File: src/design/gdc_pkg.sv
// ----------------------------------------------------------------------------
// gdc_pkg: shared types, constants and calendar helpers
// Item and result records, the Gregorian leap rule and the cumulative
// month tables used by the day counter and its sequencer.
// ----------------------------------------------------------------------------
package gdc_pkg;

  localparam int unsigned COUNT_W = 22;
  localparam int unsigned YEAR_W  = 14;
  localparam int unsigned WYD_W   = 23;   // whole-year days, up to about 6.13M
  localparam int unsigned WYD_N_W = 15;   // whole-year index, up to 16782
  localparam int unsigned DOY_W   = 9;

  localparam logic [COUNT_W-1:0] MAX_COUNT  = 22'd3067671;  // 31 Dec 9999
  localparam logic [YEAR_W-1:0]  BASE_YEAR  = 14'd1601;
  localparam logic [YEAR_W-1:0]  YEAR_SHIFT = 14'd399;      // 2000 - 1601
  localparam logic [WYD_W-1:0]   WYD_BASE   = 23'd730485;   // days in 2000 years
  localparam logic [3:0]         MONTH_FIRST = 4'd2;
  localparam logic [3:0]         MONTH_LAST  = 4'd12;

  localparam logic ACT_LOAD = 1'b0;
  localparam logic ACT_ADD  = 1'b1;

  typedef struct packed {
    logic                      action;
    logic [4:0]                day;
    logic [3:0]                month;
    logic [YEAR_W-1:0]         year;
    logic signed [COUNT_W-1:0] delta;
  } item_t;

  typedef struct packed {
    logic [COUNT_W-1:0] day_number;
    logic [4:0]         out_day;
    logic [3:0]         out_month;
    logic [YEAR_W-1:0]  out_year;
    logic               range_flag;
  } result_t;

  // Leap rule: year mod 25 by reciprocal multiply, valid below 43690
  function automatic logic is_leap(input logic [YEAR_W-1:0] year);
    logic [26:0]       prod;
    logic [YEAR_W-1:0] q25;
    logic [YEAR_W-1:0] r25;
    logic              by4;
    logic              by16;
    prod = 27'(year) * 27'(13'd5243);
    q25  = YEAR_W'(prod[26:17]);
    r25  = year - YEAR_W'((q25 << 4) + (q25 << 3) + q25);
    by4  = (year[1:0] == 2'b00);
    by16 = (year[3:0] == 4'b0000);
    return (by4 && (r25 != '0)) || (by16 && (r25 == '0));
  endfunction

  // Days before the first of month m; months above December use December
  function automatic logic [DOY_W-1:0] cum_days(input logic leap, input logic [3:0] m);
    logic [DOY_W-1:0] d;
    unique case (m)
      4'd0, 4'd1: d = 9'd0;
      4'd2:  d = 9'd31;
      4'd3:  d = 9'd59;
      4'd4:  d = 9'd90;
      4'd5:  d = 9'd120;
      4'd6:  d = 9'd151;
      4'd7:  d = 9'd181;
      4'd8:  d = 9'd212;
      4'd9:  d = 9'd243;
      4'd10: d = 9'd273;
      4'd11: d = 9'd304;
      default: d = 9'd334;
    endcase
    if (leap && (m >= 4'd3)) begin
      d = d + 9'd1;
    end
    return d;
  endfunction

endpackage

File: src/design/gdc_wyd.sv
// ----------------------------------------------------------------------------
// gdc_wyd: whole-year day unit
// Registered count of days in the first n Gregorian years:
// n*365 + n/4 - n/100 + n/400, divisions by reciprocal multiply.
// ----------------------------------------------------------------------------
module gdc_wyd (
  input  logic                        clk,
  input  logic [gdc_pkg::WYD_N_W-1:0] n,
  output logic [gdc_pkg::WYD_W-1:0]   days
);

  logic [12:0] n4;
  logic [10:0] n16;
  logic [25:0] p100;
  logic [23:0] p400;
  logic [7:0]  q100;
  logic [5:0]  q400;
  logic [gdc_pkg::WYD_W-1:0] days_next;

  assign n4   = n[14:2];
  assign n16  = n[14:4];
  // x/25 = (x*5243) >> 17 holds well past these ranges
  assign p100 = 26'(n4) * 26'(13'd5243);
  assign p400 = 24'(n16) * 24'(13'd5243);
  assign q100 = 8'(p100[25:17]);
  assign q400 = 6'(p400[23:17]);

  assign days_next = (23'(n) << 8) + (23'(n) << 6) + (23'(n) << 5) + (23'(n) << 3)
                   + (23'(n) << 2) + 23'(n)
                   + 23'(n4) - 23'(q100) + 23'(q400);

  always_ff @(posedge clk) begin
    days <= days_next;
  end

endmodule

File: src/design/gdc_core.sv
// ----------------------------------------------------------------------------
// gdc_core: day counter sequencer
// Updates the stored day count, then walks the year estimate down with the
// shared whole-year unit and searches the month table one entry a cycle.
// ----------------------------------------------------------------------------
module gdc_core (
  input  logic             clk,
  input  logic             rst,
  input  logic             start,
  input  gdc_pkg::item_t   item,
  input  logic             take,
  output logic             idle,
  output logic             done,
  output gdc_pkg::result_t result
);

  typedef enum logic [7:0] {
    S_IDLE  = 8'b0000_0001,
    S_WHOLE = 8'b0000_0010,
    S_SUM   = 8'b0000_0100,
    S_EST   = 8'b0000_1000,
    S_YEAR  = 8'b0001_0000,
    S_CHECK = 8'b0010_0000,
    S_MONTH = 8'b0100_0000,
    S_DONE  = 8'b1000_0000
  } state_t;

  state_t                          state;
  gdc_pkg::item_t                  item_r;
  logic [gdc_pkg::COUNT_W-1:0]     day_count;
  logic                            flag;
  logic                            leap_r;
  logic [gdc_pkg::YEAR_W-1:0]      y;
  logic [gdc_pkg::DOY_W-1:0]       doy;
  logic [3:0]                      m;

  logic [gdc_pkg::WYD_N_W-1:0]     wyd_n;
  logic [gdc_pkg::WYD_W-1:0]       wyd_q;

  logic [gdc_pkg::DOY_W-1:0]       tab_item;
  logic [gdc_pkg::DOY_W-1:0]       tab_m;
  logic signed [24:0]              sum_load;
  logic signed [24:0]              sum_add;
  logic signed [24:0]              next_val;
  logic [33:0]                     est_prod;
  logic [gdc_pkg::YEAR_W-1:0]      year_out;
  logic [gdc_pkg::WYD_W-1:0]       diff;
  logic                            over;

  gdc_wyd u_wyd (
    .clk  (clk),
    .n    (wyd_n),
    .days (wyd_q)
  );

  // Shared unit input: shifted load year first, then the year candidate
  assign wyd_n = (state == S_WHOLE) ? 15'(item_r.year) + 15'(gdc_pkg::YEAR_SHIFT)
                                    : 15'(y);

  assign tab_item = gdc_pkg::cum_days(leap_r, item_r.month);
  assign tab_m    = gdc_pkg::cum_days(leap_r, m);
  assign sum_load = $signed({2'b00, wyd_q}) - $signed({2'b00, gdc_pkg::WYD_BASE})
                  + $signed({16'b0, tab_item}) + $signed({20'b0, item_r.day});
  assign sum_add  = $signed({3'b000, day_count})
                  + $signed({{3{item_r.delta[21]}}, item_r.delta});
  assign next_val = (item_r.action == gdc_pkg::ACT_ADD) ? sum_add : sum_load;
  // Overestimate of count/365; the downward walk removes the excess
  assign est_prod = 34'(day_count) * 34'(12'd2873);
  assign year_out = gdc_pkg::BASE_YEAR + y;
  assign diff     = {1'b0, day_count} - wyd_q;
  assign over     = (wyd_q >= {1'b0, day_count}) && (y != '0);

  always_ff @(posedge clk) begin
    if (rst) begin
      state     <= S_IDLE;
      day_count <= 22'd1;
    end else begin
      unique case (state)
        S_IDLE: begin
          if (start) begin
            item_r <= item;
            state  <= S_WHOLE;
          end
        end
        S_WHOLE: begin
          leap_r <= gdc_pkg::is_leap(item_r.year);
          state  <= S_SUM;
        end
        S_SUM: begin
          if (next_val < 25'sd1) begin
            day_count <= 22'd1;
            flag      <= 1'b1;
          end else if (next_val > $signed({3'b000, gdc_pkg::MAX_COUNT})) begin
            day_count <= gdc_pkg::MAX_COUNT;
            flag      <= 1'b1;
          end else begin
            day_count <= next_val[21:0];
            flag      <= 1'b0;
          end
          state <= S_EST;
        end
        S_EST: begin
          y     <= est_prod[33:20];
          state <= S_YEAR;
        end
        S_YEAR: begin
          state <= S_CHECK;
        end
        S_CHECK: begin
          if (over) begin
            y     <= y - 14'd1;
            state <= S_YEAR;
          end else begin
            doy    <= diff[8:0];
            leap_r <= gdc_pkg::is_leap(year_out);
            m      <= gdc_pkg::MONTH_FIRST;
            state  <= S_MONTH;
          end
        end
        S_MONTH: begin
          if ((m <= gdc_pkg::MONTH_LAST) && (doy > tab_m)) begin
            m <= m + 4'd1;
          end else begin
            m     <= m - 4'd1;
            state <= S_DONE;
          end
        end
        S_DONE: begin
          if (take) begin
            state <= S_IDLE;
          end
        end
        default: begin
          state <= S_IDLE;
        end
      endcase
    end
  end

  assign idle = (state == S_IDLE);
  assign done = (state == S_DONE);

  always_comb begin
    result.day_number = day_count;
    result.out_day    = 5'(doy - tab_m);
    result.out_month  = m;
    result.out_year   = year_out;
    result.range_flag = flag;
  end

  a_count_range: assert property (@(posedge clk) disable iff (rst)
    (day_count >= 22'd1) && (day_count <= gdc_pkg::MAX_COUNT))
    else $error("day count left the supported range");

  a_doy_range: assert property (@(posedge clk) disable iff (rst)
    (state == S_MONTH) |-> (doy >= 9'd1) && (doy <= 9'd366))
    else $error("day of year out of range after year walk");

  a_date_range: assert property (@(posedge clk) disable iff (rst)
    done |-> (result.out_day >= 5'd1) && (result.out_month >= 4'd1)
             && (result.out_month <= gdc_pkg::MONTH_LAST))
    else $error("decoded date out of range");

  a_flag_limit: assert property (@(posedge clk) disable iff (rst)
    (done && flag) |-> (day_count == 22'd1) || (day_count == gdc_pkg::MAX_COUNT))
    else $error("range flag set away from a limit");

endmodule

File: src/design/gregorian_day_count_converter.sv
// ----------------------------------------------------------------------------
// gregorian_day_count_converter: Gregorian day counter
// Keeps a day count (day 1 = 1 Jan 1601), loads it from a date or adds a
// signed offset, and returns the count with the date it stands for.
//
//   channel  dir  tdata fields (low bit up)                 tuser
//   s_*      in   in_day, in_month, in_year, delta_days     action
//   m_*      out  day_number, out_day, out_month, out_year  range_flag
//
// An item goes from transfer to result through the load or add sum, the year
// estimate, a downward walk over the year candidates that the whole-year unit
// checks, and a month-table search. A new item is taken only once the last
// result has left the sequencer. Reset leaves the count at 1 (1 Jan 1601);
// s_tready is high only when idle. A held result keeps the sequencer in its
// done state, so s_tready stays low until that result transfers out.
// ----------------------------------------------------------------------------
module gregorian_day_count_converter (
  input  logic        clk,
  input  logic        rst,
  input  logic        s_tvalid,
  output logic        s_tready,
  input  logic [47:0] s_tdata,   // in_day[4:0], in_month[8:5], in_year[22:9], delta_days[44:23]
  input  logic        s_tuser,   // action
  output logic        m_tvalid,
  input  logic        m_tready,
  output logic [47:0] m_tdata,   // day_number[21:0], out_day[26:22], out_month[30:27],
                                 // out_year[44:31]
  output logic        m_tuser    // range_flag
);

  gdc_pkg::item_t   item;
  gdc_pkg::result_t result;
  logic             idle;
  logic             done;
  logic             start;
  logic             out_free;

  assign item.action = s_tuser;
  assign item.day    = s_tdata[4:0];
  assign item.month  = s_tdata[8:5];
  assign item.year   = s_tdata[22:9];
  assign item.delta  = s_tdata[44:23];

  assign s_tready = idle;
  assign start    = s_tvalid && idle;
  assign out_free = !m_tvalid || m_tready;

  gdc_core u_core (
    .clk    (clk),
    .rst    (rst),
    .start  (start),
    .item   (item),
    .take   (out_free),
    .idle   (idle),
    .done   (done),
    .result (result)
  );

  always_ff @(posedge clk) begin
    if (rst) begin
      m_tvalid <= 1'b0;
    end else if (done && out_free) begin
      m_tvalid <= 1'b1;
    end else if (m_tready) begin
      m_tvalid <= 1'b0;
    end
  end

  // Load the output register when the sequencer hands over a result
  always_ff @(posedge clk) begin
    if (done && out_free) begin
      m_tdata <= {3'b000, result.out_year, result.out_month, result.out_day,
                  result.day_number};
      m_tuser <= result.range_flag;
    end
  end

endmodule

File: config.mk
export PLATFORM = sky130hd
export DESIGN_NAME = gregorian_day_count_converter
export DESIGN_NICKNAME = d
export VERILOG_FILES = /design/src/design/gdc_pkg.sv /design/src/design/gdc_wyd.sv /design/src/design/gdc_core.sv /design/src/design/gregorian_day_count_converter.sv
export SDC_FILE = /design/constraint.sdc
export NUM_CORES = 2
export LEC_CHECK = 0
export BUFFER_PORTS_ARGS = -buffer_cell sky130_fd_sc_hd__buf_2
export CAP_MARGIN = 20
export CORE_ASPECT_RATIO = 0.7
export CORE_MARGIN = 4
export CORE_UTILIZATION = 55
export CTS_BUF_LIST = sky130_fd_sc_hd__clkbuf_4
export CTS_CLUSTER_SIZE = 24
export DETAILED_ROUTE_END_ITERATION = 8
export PLACE_DENSITY_LB_ADDON = 0.12
export SLEW_MARGIN = 5
export SYNTH_ARGS = -nofsm -noshare
export SYNTH_HDL_FRONTEND = slang
export SYNTH_SLANG_ARGS = --single-unit
File: constraint.sdc
create_clock -name clk -period 20.4 [get_ports clk]
set_input_delay 0 -clock clk [delete_from_list [all_inputs] [get_ports clk]]
set_output_delay 0 -clock clk [all_outputs]
set_load 0.01 [all_outputs]
# Yosys cells after proc, flatten, opt, wreduce, memory -nomap -nowiden
# Memories as Yosys holds them, arrays and structs flattened. A register that Yosys moved wholly into a read port is not among the register bits.
# Index checks and enable logic that the tools add are counted.
[classes]
add_sub_neg = 27
multipliers = 5
order_cmp = 7
eq_ne = 13
mux = 23
n_bitwise = 2
n_reduce_logical = 34
[op_table]
columns = ["operator", "n"]
rows = [
  ["one-hot mux 8 bit (8 select lines)", 1],
  ["multiplier 14 x 13 -> 27 bit, second input constant", 2],
  ["two-way mux 22 bit", 2],
  ["nonzero test 14 bit", 3],
  ["multiplier 22 x 12 -> 34 bit, second input constant", 1],
  ["adder 14 x 10 -> 14 bit", 2],
  ["adder 14 x 13 -> 14 bit", 2],
  ["logical NOT 14 bit", 2],
  ["one-hot mux 14 bit (2 select lines)", 1],
  ["subtractor 14 bit", 2],
  ["adder 25 x 10 -> 25 bit", 1],
  ["adder 25 x 6 -> 25 bit", 1],
  ["greater-than comparator 25 x 23 -> 1 bit, second input constant", 1],
  ["less-than comparator 25 x 2 -> 1 bit, second input constant", 1],
  ["multiplier 13 x 13 -> 25 bit, second input constant", 1],
  ["two-way mux 25 bit", 1],
  ["adder 23 x 22 -> 24 bit", 1],
  ["two-way mux 8 bit", 3],
  ["subtractor 23 x 20 -> 24 bit, second input constant", 1],
  ["adder 23 x 13 -> 23 bit", 1],
  ["adder 23 x 15 -> 23 bit", 1],
  ["adder 23 x 17 -> 23 bit", 1],
  ["adder 23 x 18 -> 23 bit", 1],
  ["adder 23 x 20 -> 23 bit", 1],
  ["43 further kinds", 77],
]
[word_totals]
reg_bits = 175
rom_bits = 288
out_inout_bits = 51
elab_cells = 129
mem_count = 2
[memory_table]
columns = ["name", "words", "word_bits", "rd", "rd_clocked_by_memory_dff", "write_ports", "line", "source"]
rows = [
  ["(no name shown)", 16, 9, 1, 1, 0, "gdc_pkg.sv:58", "unique case (m)"],
  ["(no name shown)", 16, 9, 1, 1, 0, "gdc_pkg.sv:58", ""],
]

# Logic depth before layout (Yosys ltp)
[depth]
ltp_word = 10
depth_mapped = 52
ltp_nobuf = 52

# Cells and area by module
# Synthesis repeated with hierarchy kept, for this count alone.
[hier_totals]
cells_unflattened = 3434
area_unflattened_um2 = 33440.8
[by_module_without_submodules]
columns = ["mod", "n_inst", "cells_each", "area_per_inst_um2", "seq_area_each_um2"]
rows = [
  ["gdc_core", 1, 2492, 23234.8, 3213.1],
  ["gdc_wyd", 1, 886, 8737.1, 460.4],
  ["gregorian_day_count_converter", 1, 56, 1468.9, 1401.3],
]

# Worst setup path before layout
# OpenSTA, ideal clock, no wires.
[synth_timing]
path_kind = "reg2reg"
start = "register u_core.item_r[23] (netlist name)"
end = "register u_core.u_wyd.days[22] (netlist name)"
arrival_time_ns = 11.108
required_time_ns = 20.279
setup_slack_ns = 9.171
stages_incl_launch_ff = 47
path_buffers = 0
synth_period_minus_slack_ns = 11.229
path_cell_list = "edfxtp_1 inv_1 ha_1 nand2_1 nand2_1 a21oi_1 nor2b_1 nand2_1 nand2_1 nand2_1 xnor2_1 o21ai_0 inv_1 fa_1 inv_1 ha_1 inv_1 fa_1 [11 not listed] o2111ai_1 xor2_1 fa_1 fa_1 fa_1 inv_1 fa_1 ha_1 inv_1 o21bai_1 a21oi_1 o21ai_0 a41oi_1 a211oi_1 nor3_1 o41ai_1 a21oi_1 xnor2_1"
[synth_between]
elab_chain_cells = 10
[synth_rtl]
columns = ["element", "line", "source"]
rows = [
  ["start: declaration", "gdc_core.sv:29", "gdc_pkg::item_t item_r;"],
  ["start signal: assignment", "gdc_core.sv:81", "item_r <= item;"],
  ["adder 14 x 9 -> 15 bit (*)", "gdc_core.sv:57", "assign wyd_n = (state == S_WHOLE) ? 15'(item_r.year) + 15'(gdc_pkg::YEAR_SHIFT)"],
  ["two-way mux 15 bit (*)", "gdc_core.sv:57", ""],
  ["adder 23 x 21 -> 23 bit", "gdc_wyd.sv:28", "assign days_next = (23'(n) << 8) + (23'(n) << 6) + (23'(n) << 5) + (23'(n) << 3)"],
  ["adder 23 x 20 -> 23 bit", "gdc_wyd.sv:28", ""],
  ["adder 23 x 18 -> 23 bit", "gdc_wyd.sv:28", ""],
  ["adder 23 x 17 -> 23 bit", "gdc_wyd.sv:29", "+ (23'(n) << 2) + 23'(n)"],
  ["adder 23 x 15 -> 23 bit", "gdc_wyd.sv:29", ""],
  ["adder 23 x 13 -> 23 bit", "gdc_wyd.sv:30", "+ 23'(n4) - 23'(q100) + 23'(q400);"],
  ["subtractor 23 x 8 -> 23 bit", "gdc_wyd.sv:30", ""],
  ["adder 23 x 6 -> 23 bit (*)", "gdc_wyd.sv:30", ""],
  ["net u_core.u_wyd.days_next (one bit)", "gdc_wyd.sv:18", "logic [gdc_pkg::WYD_W-1:0] days_next;"],
  ["end signal: assignment", "gdc_wyd.sv:33", "days <= days_next;"],
  ["end: declaration", "gdc_wyd.sv:9", "output logic [gdc_pkg::WYD_W-1:0] days"],
]
# The timed path passes the listed nets; every way through them passes the cells marked *.
# A chain may end at the register's enable or synchronous reset.

# Worst setup path in the final report
# Same ends and word-level chain as after synthesis.

==> flow_summary_export.csv <==
group,metric,value,unit
outcome,status,"finished clean",
synthesis,synth_xor_area_share,4.910,%
cts,clkSinkCount,193,
layout,instances_no_fill,4421,
placed_design,dp_hpwl,71.66,mm
synthesis,avgSynthCellArea,9.928,um2
cts,cts_buffers,17,
die,core_area,60340,um2
cts,clk_latency,800,ps
die,die-area,65390,um2
sta,relSlewSlack,40.67,%
routing,totalWireLength,86.40,mm
sta,fin_setup_tns,0,ps
synthesis,synthArstFlopShare,0,%
sta,period_needed,12910,ps
cts,root_buffer,"clkbuf_4",
synthesis,synthMuxAreaShare,1.147,%
cts,htreeDepth,4,
placed_design,gp_congestion,0.9540,
placed_design,place_inst,4286,
pwr,peakVddDrop,0.4976,mV
pwr,pwr-share-seq,12.6,%
worst_setup_path,crit_top_cell,"inv_1",
pwr,p_leak,18.56,nW
layout,mostFrequentLayoutCells,"inv_1, ha_1, fa_1, nand2_1, xnor2_1",
pwr,power_frac_comb,81.7,%
cts,cts_setup_buffers,0,
cts,clk_path_buf_depth,2,
worst_setup_path,cp-start-kind,"register",
global_routing,grt_max_degree,44,
routing,num_vias,24810,
synthesis,synth_compound_area_share,11.39,%
sta,period_share,63.26,%
sta,hold_violations,0,
sta,fmax,77.48,MHz
pwr,p_int,2.075,mW
sta,tightest_slew,883.7,ps
routing,avgRoutedWirePerCell,19.54,um
die,chipHeight,215.1,um
sta,slew_violations,0,
die,die_x,303.9,um
synthesis,synthAdderAreaFrac,49.97,%
synthesis,syn-cell-area,33710,um2
worst_setup_path,worstPathRequired,21090,ps
synthesis,synthCells,3396,
pwr,clkPwrFrac,5.7,%
pwr,sw_frac_of_total,53.58,%
worst_setup_path,crit_type,"reg2reg",
pwr,power.density,122.4,nW/um2
die,initial_core_util,55.88,%
synthesis,synthDistinctLibCells,109,
layout,nFillCells,5062,
global_routing,grtUsageTotal,27.00,%
layout,drive_above_1_share,6.676,%
synthesis,ys_seq_elements,193,
layout,layout_commonest_cell,"inv_1",
synthesis,yosysWarnings,0,
worst_setup_path,critPathCaptureType,"register",
global_routing,grt_pass1_vias,25620,
sta,setup_viol,0,
sta,final.setup_skew,43.84,ps
layout,nets,4744,
routing,drc,0,
synthesis,synth-edff-count,121,
global_routing,antenna_found_initial,4,
die,rows,75,
worst_setup_path,arrival,13590,ps
placed_design,io_buffers,97,
worst_setup_path,path_max_fanout,12,
die,ios,104,
run,drv_cap,0,
placed_design,dp_worst_setup_slack,7735,ps
sta,layout_setup_ws,7494,ps
layout,syn2layout_area_growth,8.283,%
layout,final_core_util,60.50,%
worst_setup_path,critPathMaxStageDelay,640,ps
synthesis,yosys.area_share.simple,8.695,%
global_routing,gr-total-overflow,0,
routing,ant_nets,0,
cts,tritoncts,"yes",
routing,firstDrtPassIters,5,
routing,vias_per_cell,5.611,
synthesis,ys_seq_area_share,15.05,%
pwr,power.switching,2.395,mW
synthesis,synth_top_family_by_area,"adder cells",
sta,rsz0062_at_grt,"no",
synthesis,synthFlopType,"edfxtp_1",
cts,path_clk_slew,180,ps
global_routing,grt_pass1_wl,139.3,mm
worst_hold_path,hold_path_class,"in2reg",
routing,drt_iter0_drc,1748,
worst_setup_path,crit_slowest_cell,"inv_1",
## flip-flops by register name, indices dropped and copies added, names as in the netlist, named ones only
signal / cells
m_tdata: 45
m_tuser: 1
m_tvalid: 1
u_core.day_count: 22
u_core.doy: 9
u_core.flag: 1
u_core.item_r: 46
u_core.leap_r: 1
u_core.m: 4
u_core.state: 8
u_core.u_wyd.days: 23
u_core.y: 14
## power groups by stage
stage / Clock [mW] / Sequential [mW] / Combinational (mW)
global route: 0.276 / 0.564 / 4.13
global placement: 0 / 0.562 / 3.46
floorplan: 0 / 0.501 / 2.78
finish: 0.254 / 0.563 / 3.65
CTS: 0.261 / 0.553 / 3.59
detailed placement: 0 / 0.562 / 3.53
## logic make-up after synthesis
family,Yosys count
adders and majority gates,1094
other,1
AOI/OAI and AO/OA,545
and+or+nand+nor,569
DFF,193
muxes,37
buffers and inverters,768
xor gates and xnor gates,189
## timing repair
action | in CTS | in global routing
resized for setup | 0 | 0
hold endpoints to repair | 95 | 0
hold buffers | 99 | 0
## worst paths after layout
kind,start,to,slack [ps],cells after the start
hold / removal,s_tvalid,u_core.state[0],150,5
setup reg to reg,u_core.item_r[23],u_core.u_wyd.days[22],7490,44
hold reg to reg,u_core.state[4],u_core.state[5],550,1
setup / recovery,u_core.item_r[23],u_core.u_wyd.days[22],7490,44
## synthesized netlist by cell type (14+ instances only)
library cell	count	area share (%)
nand2b_1	26	0.48
ha_1	673	25
nor3_1	47	0.70
clkbuf_1	31	0.35
o211ai_1	25	0.56
or3_1	15	0.28
o21ai_0	87	1.3
a22oi_1	16	0.36
fa_1	421	25
a21o_1	44	0.98
xnor2_1	126	3.3
mux2i_1	24	0.71
or2_2	19	0.35
a31oi_1	23	0.43
a211oi_1	26	0.58
and3_1	25	0.46
a21boi_0	15	0.33
o21bai_1	14	0.31
nor2b_1	32	0.59
a21oi_1	124	1.8
nand2_1	138	1.5
nand3_1	52	0.77
nand3b_1	14	0.31
dfxtp_1	72	4.3
nand4_1	21	0.39
xor2_1	63	1.6
nor2_1	118	1.3
o21a_1	22	0.49
edfxtp_1	121	11
inv_1	721	8.0
## stage by stage
stage	hold slack [ps]	total power, mW	cell area, um2
floorplan	98.87	3.277	33720
global placement	175.9	4.019	35180
detailed placement	178.1	4.094	35180
CTS	30.97	4.402	36490
global route	85.85	4.966	36510
finish	147.9	4.470	36510
## area by class of cell
cell class                      count  area (um2)  area share [%]
Antenna cell                        3       7.507         0.02056
Clock buffer                       17       127.6          0.3496
Clock inverter                     15       191.4          0.5244
Inverter                          723        2714           7.434
Multi-Input combinational cell   2437       25690           70.37
Sequential cell                   193        5075           13.90
Tap cell                          808        1011           2.769
Timing Repair Buffer              225        1690           4.630
## routing by layer
layer	vias to the layer above	share of wire, %	track usage [%]
met2	733	40	38.36
li1	11800	-	-
met4	0	1.3	4.776
met1	12200	50	41.77
met5	-	0	0
met3	75	8.6	6.869
## critical path, delay by kind of cell, from the launching register on
family | cells | cell delay (ps)
AND/OR/NAND/NOR | 7 | 1030
XOR/XNOR | 3 | 430
AO/OA/AOI/OAI | 14 | 4440
buffers and inverters | 8 | 1260
adder cells (fa/ha/maj) | 12 | 5000
flip-flops | 1 | 630
No activity file was read; power rests on OpenSTA's default activity.
